$ cat src/design/lcrf_pkg.sv
// lcrf_pkg: shared types, offsets and constants for the link controller register file
// used by lcrf_ctrl, lcrf_dp and link_controller_register_file; no dependencies
package lcrf_pkg;

   localparam int STORE_WORDS   = 16384;
   localparam int PHY_REG_COUNT = 16;
   localparam int IDX_W         = $clog2(STORE_WORDS);
   localparam int PHY_IDX_W     = $clog2(PHY_REG_COUNT);

   typedef logic [IDX_W-1:0] widx_type;

   // access kinds
   localparam logic CMD_READ  = 1'b0;
   localparam logic CMD_WRITE = 1'b1;

   // register offsets as byte addresses; their word indexes follow below
   localparam logic [15:0] OFF_NODE_ID   = 16'h8400;
   localparam logic [15:0] OFF_CTRL0     = 16'h8408;
   localparam logic [15:0] OFF_CTRL2     = 16'h8410;
   localparam logic [15:0] OFF_PHY_ACC   = 16'h8414;
   localparam logic [15:0] OFF_INT0      = 16'h8420;
   localparam logic [15:0] OFF_INT0_MASK = 16'h8424;
   localparam logic [15:0] OFF_INT1      = 16'h8428;
   localparam logic [15:0] OFF_INT2      = 16'h8430;
   localparam logic [15:0] OFF_ID_CHECK  = 16'h847c;

   localparam widx_type W_NODE_ID   = OFF_NODE_ID[IDX_W+1:2];
   localparam widx_type W_CTRL0     = OFF_CTRL0[IDX_W+1:2];
   localparam widx_type W_CTRL2     = OFF_CTRL2[IDX_W+1:2];
   localparam widx_type W_PHY_ACC   = OFF_PHY_ACC[IDX_W+1:2];
   localparam widx_type W_INT0      = OFF_INT0[IDX_W+1:2];
   localparam widx_type W_INT0_MASK = OFF_INT0_MASK[IDX_W+1:2];
   localparam widx_type W_INT1      = OFF_INT1[IDX_W+1:2];
   localparam widx_type W_INT2      = OFF_INT2[IDX_W+1:2];
   localparam widx_type W_ID_CHECK  = OFF_ID_CHECK[IDX_W+1:2];

   // fixed words and bit masks
   localparam logic [31:0] NODE_ID_WORD   = 32'hffc00001;
   localparam logic [31:0] ID_CHECK_WORD  = 32'h10000001;
   localparam logic [31:0] PHY_WR_CLR     = 32'h4000ffff;
   localparam logic [31:0] RX_INT_BIT     = 32'h40000000;
   localparam logic [31:0] PHY_RD_BIT     = 32'h80000000;
   localparam logic [31:0] CTRL0_SELF_CLR = 32'h00800000;
   localparam logic [31:0] CTRL2_READY    = 32'h00000008;

   typedef struct packed {
      logic        cmd;
      logic [15:0] addr;
      logic [31:0] wdata;
   } req_type;

   typedef struct packed {
      logic [31:0] rdata;
      logic        irq;
   } rsp_type;

   // controller to datapath
   typedef struct packed {
      logic clear_en;
      logic load;
      logic exec;
   } lcrf_cmd_type;

   // datapath to controller
   typedef struct packed {
      logic clear_done;
   } lcrf_sts_type;

endpackage

$ cat src/design/lcrf_ctrl.sv
// lcrf_ctrl: sequencing state machine for the link controller register file
// depends on lcrf_pkg
module lcrf_ctrl import lcrf_pkg::*; (
   input  logic         clock,
   input  logic         reset,
   input  logic         req_valid,
   output logic         req_stall,
   output logic         rsp_valid,
   input  logic         rsp_stall,
   output lcrf_cmd_type cmd,
   input  lcrf_sts_type sts
);

   typedef enum logic [1:0] {ST_CLEAR, ST_IDLE, ST_EXEC, ST_RESP} state_type;

   state_type state_ff, state_in;

   always_comb begin
      state_in = state_ff;
      case (state_ff)
         ST_CLEAR: if (sts.clear_done) state_in = ST_IDLE;
         ST_IDLE:  if (req_valid) state_in = ST_EXEC;
         ST_EXEC:  state_in = ST_RESP;
         ST_RESP:  if (!rsp_stall) state_in = ST_IDLE;
         default:  state_in = ST_CLEAR;
      endcase
   end

   always_ff @(posedge clock) begin
      if (reset) begin
         state_ff <= ST_CLEAR;
      end else begin
         state_ff <= state_in;
      end
   end

   assign req_stall    = (state_ff != ST_IDLE);
   assign rsp_valid    = (state_ff == ST_RESP);
   assign cmd.clear_en = (state_ff == ST_CLEAR);
   assign cmd.load     = (state_ff == ST_IDLE) && req_valid;
   assign cmd.exec     = (state_ff == ST_EXEC);

endmodule

$ cat config.mk
export PLATFORM = sky130hd
export DESIGN_NAME = lcrf_ctrl
export DESIGN_NICKNAME = d
export VERILOG_FILES = /design/src/design/lcrf_pkg.sv /design/src/design/lcrf_ctrl.sv
export SDC_FILE = /design/constraint.sdc
export NUM_CORES = 1
export LEC_CHECK = 0
export BUFFER_PORTS_ARGS = -buffer_cell sky130_fd_sc_hd__buf_2
export CAP_MARGIN = 20
export CORE_AREA = 2 2 39 41
export DETAILED_ROUTE_END_ITERATION = 8
export DIE_AREA = 0 0 41 43
export HOLD_SLACK_MARGIN = 0.08
export SYNTH_ARGS = -nofsm -noshare
export SYNTH_HDL_FRONTEND = slang
export SYNTH_SLANG_ARGS = --single-unit
$ cat constraint.sdc
create_clock -name clock -period 1.35 [get_ports clock]
set_input_delay 0.27 -clock clock [delete_from_list [all_inputs] [get_ports clock]]
set_output_delay 0.27 -clock clock [all_outputs]
set_load 0.005 [all_outputs]
==> flow_summary.yaml, run 1 <==
worst_setup_path:
  path_max_fanout: 3
  crit_arrival_ps: 1530
  start_kind: "register"
  critPathMaxStageDelay_ps: 340
  end_kind: "register"
  cp_top_family: "flip-flops"
  cp.required_ps: 1450
  critPathBufInv: 2
  critPathKind: "reg2reg"
  crit_slowest_cell: "dfxtp_2"
  cp_cell_sequence: "inv_2 -> ha_4 -> a222oi_1 -> buf_4 -> mux2_4"
cells_and_area:
  largest_reg_flops: 2
  final_cells: 52
  utilization_pct: 22.6
  nets: 47
  largest-register: "state_ff"
  fillCellCount: 154
  diodes: 0
  reg_top3: "state_ff (2)"
  drive_above_1_share_pct: 72.2
  area_delta_synth_final_pct: 90.8
routing:
  num_vias: 183
  drt-total-wl_um: 418
  dr.pass1.iters: 4
  post_drt_wl_per_cell_um: 8.04
  final_antenna_net_count: 0
  drt_drc_violations_left: 0
  viasPerCell: 3.52
  first_iter_violations: 1
synth:
  synthAdderAreaFrac_pct: 30.5
  syn-num-nets: 28
  netlist_area_um2: 164
  synthSimpleGateAreaFrac_pct: 14.5
  synth_seq_area_share_pct: 24.4
  synthFlopType: "dfxtp_1"
  ys_top_cells_by_count: "inv_1, ha_1, nor2_1"
  synth.most_common_cell: "inv_1"
  synth_top_family_by_area: "adder cells"
  ys_ff_latch: 2
  synth_top_area_cell: "ha_1"
  synthXorXnorAreaFrac_pct: 0
  synthMuxAreaShare_pct: 13.0
  synth-compound-area-share_pct: 6.11
  synth_edf_count: 0
  avgSynthCellArea_um2: 8.63
  synth_area_leaders: "ha_1, dfxtp_1, inv_1"
  yosysWarnings: 0
  syn_inst: 19
  synth_top_area_share_pct: 30.5
  ys_types: 8
  synthArstFlopShare_pct: 0
sta:
  worstMarginPinSlew_ps: 260
  rsz0062_at_grt: "true"
  final.setup.tns_ps: -113
  max_freq_mhz: 699
  setup_slack_ps: -79.9
  slew_headroom_pct: 82.7
  drv_slew: 0
  setup_viol: 3
  fin_worst_skew_ps: 0.968
  finalCritPeriodShare_pct: 106
  min_period_ps: 1430
  final-hold-violation-count: 0
run:
  max-cap-violations: 0
floorplan:
  ios: 10
  fp.dieH_um: 43
  num_rows: 14
  core_mm2: 0.00138
  die_area_mm2: 0.00176
  start_util_pct: 11.8
  die_x_um: 41
run_status:
  status: "finished, violations left"
  violations: "setup timing"
pwr:
  power_density_mw_per_mm2: 1790
  vdd_ir_drop_max_uv: 603
  leakagePower_nw: 0.166
worst_hold_path:
  worstHoldPathType: "in2reg"
placement:
  placedCellCount: 48
  dp_hpwl_um: 331
  portBuffers: 9
  gp_congestion: 0.622
clocking:
  cts_tree: "built"
  h-tree-depth: 1
  clockBufferDepth: 2
  numCtsBuffers: 3
  ctsRootBufferMaster: "clkbuf_4"
  cts_hold_buf: 0
  clk_pin_slew_worst_paths_ps: 30
  clock_sinks: 2
  clock_latency_ps: 220
grt:
  grt_use_total_pct: 6.11
  grt_pass1_wl_um: 662
  overflow: 0
  antenna_found_initial: 0
  grt_max_degree: 5
  first_global_vias: 182
==> path summary, 6_finish.rpt <==
path / start / endpoint / slack [ps] / depth (start not counted)
setup reg to reg: state_ff[0] / state_ff[0] / -80 / 5
hold reg to reg: state_ff[1] / state_ff[1] / 630 / 3
setup / recovery: state_ff[0] / state_ff[0] / -80 / 5
hold / removal: reset / state_ff[1] / 360 / 3
==> metrics by stage <==
stage	setup slack [ps]	power [mW]	area (µm²)	hold slack, ps
2_1_floorplan	-75.7	0.248	179	443
3_3_place_gp	-101	0.380	274	585
3_5_place_dp	-129	0.396	274	592
4_1_cts	-98.8	0.573	308	355
5_1_grt	-155	0.616	313	371
6_report	-79.9	0.560	313	364
==> worst register-to-register path: stages (launching register included) <==
cell	delay [ps]
dfxtp_2	340
inv_2	50
ha_4	150
a222oi_1	290
buf_4	180
mux2_4	290
==> cell usage in the layout (no fill, tap or decap) <==
cell,n
nand2b_1,2
ha_2,2
mux2i_1,1
ha_4,1
inv_2,3
mux2_4,1
inv_1,2
a222oi_1,1
buf_4,5
buf_2,9
clkbuf_4,3
nor2_1,3
ha_1,1
dfxtp_2,2
==> where the power goes <==
part / total (mW) / switching [mW] / internal, mW
Sequential: 0.105 / 0.0202 / 0.0849
Clock: 0.131 / 0.0328 / 0.0980
Combinational: 0.324 / 0.130 / 0.194
Total: 0.560 / 0.183 / 0.377
==> routing by layer <==
metal / global-route usage, % / routed length [µm]
met1: 5.73 / 187
met2: 8.75 / 199
met3: 1.57 / 31
met4: 8.00 / 0
met5: 0 / 0
==> cells by family (layout without fill, tap and decap cells) <==
group,count (synthesis),count (layout)
AND/OR/NAND/NOR,5,5
buffers and inverters,5,22
adder cells (fa/ha/maj),4,4
multiplexers,2,2
flip-flops,2,2
AO/OA/AOI/OAI,1,1
==> cell type report <==
type | instances | area (µm²) | share of cell area, %
Clock buffer | 3 | 22.5 | 7.20
Inverter | 5 | 18.8 | 6.00
Multi-Input combinational cell | 12 | 126 | 40.4
Sequential cell | 2 | 42.5 | 13.6
Tap cell | 16 | 20.0 | 6.40
Timing Repair Buffer | 14 | 82.6 | 26.4
==> what timing repair did <==
action | in CTS | in global routing
resized for setup | 1 | 3
pin swaps | 2 | 1
setup buffers | 1 | 1
setup endpoints to repair | 4 | 5
(Power assumes the default switching activity.)
==> run 2: changes to the inputs <==
==> constraint.sdc (replaced) <==
create_clock -name clock -period 1.16 [get_ports clock]
set_input_delay 0.232 -clock clock [delete_from_list [all_inputs] [get_ports clock]]
set_output_delay 0.232 -clock clock [all_outputs]
set_load 0.005 [all_outputs]
==> flow_summary.yaml, run 2 (synthesized netlist as in run 1, its figures left out) <==
run_status:
  status: "finished, violations left"
  violations: "setup timing"
clocking:
  cts_tree: "built"
  ctsRootBufferMaster: "clkbuf_4"
  cts_hold_buf: 0
  postCtsSetupBuffers: 0
  numCtsBuffers: 3
  clockBufferDepth: 2
  h-tree-depth: 1
  clk_pin_slew_worst_paths_ps: 30
  clock_sinks: 2
  clock_latency_ps: 220
placement:
  gp_congestion: 0.638
  placed_area_um2: 274
  dp_hpwl_um: 323
  portBuffers: 9
routing:
  viasPerCell: 3.49
  drt_drc_violations_left: 0
  first_iter_violations: 1
  final_antenna_net_count: 0
  dr.pass1.iters: 4
  num_vias: 178
  post_drt_wl_per_cell_um: 7.76
  drt-total-wl_um: 396
grt:
  first_global_vias: 185
  grt_max_degree: 5
  antenna_found_initial: 0
  overflow: 0
  grt_pass1_wl_um: 696
  grt_use_total_pct: 6.91
cells_and_area:
  final_cell_mix: "buf_2, inv_1, nor2_1, clkbuf_4, buf_4"
  nets: 46
  fillCellCount: 160
  reg_top3: "state_ff (2)"
  multi_input_area_um2: 130
  fin_area_um2: 319
  diodes: 0
  area_delta_synth_final_pct: 94.7
  regArea_um2: 42.5
  drive_above_1_share_pct: 62.9
  final_common_cell: "buf_2"
  largest_reg_flops: 2
  largest-register: "state_ff"
sta:
  fin_worst_skew_ps: 3.45
  setup_viol: 5
  worstMarginPinSlew_ps: 380
  rsz0062_at_grt: "true"
  drv_slew: 0
  max_freq_mhz: 706
  final-hold-violation-count: 0
  final.setup.tns_ps: -881
  finalCritPeriodShare_pct: 122
  slew_headroom_pct: 74.7
  setup_slack_ps: -256
  min_period_ps: 1420
floorplan:
  core_mm2: 0.00138
  num_rows: 14
  fp.dieH_um: 43
  die_x_um: 41
  ios: 10
  die_area_mm2: 0.00176
  start_util_pct: 11.8
worst_setup_path:
  critPathBufInv: 1
  cp_top_family: "compound AO/OA/AOI/OAI gates"
  start_kind: "register"
  end_kind: "register"
  rr_startpoint: "state_ff[1]"
  cp_cell_sequence: "inv_2 -> ha_4 -> a222oi_1 -> mux2_1"
  crit_arrival_ps: 1520
  critPathMaxStageDelay_ps: 390
  path_max_fanout: 3
  crit_slowest_cell: "a222oi_1"
  cp.required_ps: 1260
  critPathKind: "reg2reg"
  crit_start: "state_ff[1]"
worst_hold_path:
  worstHoldStart: "reset"
  worstHoldPathType: "in2reg"
pwr:
  total_power_uw: 627
  vdd_ir_drop_max_uv: 533
  power_density_mw_per_mm2: 1970
  leakagePower_nw: 0.164
run:
  max-cap-violations: 0
-- run 2: path summary, 6_finish.rpt --
kind	slack, ps	endpoint	cells past startpoint
setup / recovery	-260	state_ff[0]	4
hold / removal	330	state_ff[1]	3
setup reg to reg	-260	state_ff[0]	4
hold reg to reg	630	state_ff[1]	3
-- run 2: per-layer routing --
layer | up-vias | global-route usage [%] | wire length, µm | part of all wire [%]
li1 | 92 | - | - | -
met2 | 11 | 7.50 | 161 | 41
met5 | - | 0 | 0 | 0
met4 | 0 | 6.00 | 0 | 0
met1 | 75 | 6.71 | 168 | 42
met3 | 0 | 7.85 | 67 | 17
-- run 2: worst register-to-register path: cells and delay by family, from the launching register on --
family | cells | cell delay, ps
compound gates | 1 | 390
buf+inv | 1 | 60
fa+ha+maj | 1 | 150
mux | 1 | 360
flops | 1 | 340
-- run 2: where the power goes --
group	internal [mW]	total [mW]	switching, mW	leakage [nW]
Clock	0.114	0.153	0.0388	0.0138
Sequential	0.0988	0.122	0.0230	0.0172
Combinational	0.207	0.353	0.146	0.133
Total	0.420	0.627	0.208	0.164
-- run 2: area by class of cell --
cell class,count,share of cell area (%)
Clock buffer,3,7.06
Multi-Input combinational cell,12,40.8
Inverter,5,5.88
Sequential cell,2,13.3
Timing Repair Buffer,13,26.7
Tap cell,16,6.27
-- run 2: repair_timing --
action / in CTS / in global routing
gates cloned: 0 / 0
pin swaps: 0 / 1
gates resized for setup: 4 / 0
endpoints found under the setup margin: 5 / 6
-- run 2: stage by stage --
step | hold slack [ps] | setup WS, ps | std cells | utilization [%]
floorplan | 405 | -266 | 19 | -
global placement | 544 | -230 | 48 | 19.8
detailed placement | 561 | -261 | 48 | 19.8
CTS | 324 | -271 | 51 | 23.1
global route | 338 | -380 | 51 | 23.1
finish | 330 | -256 | 51 | 23.1
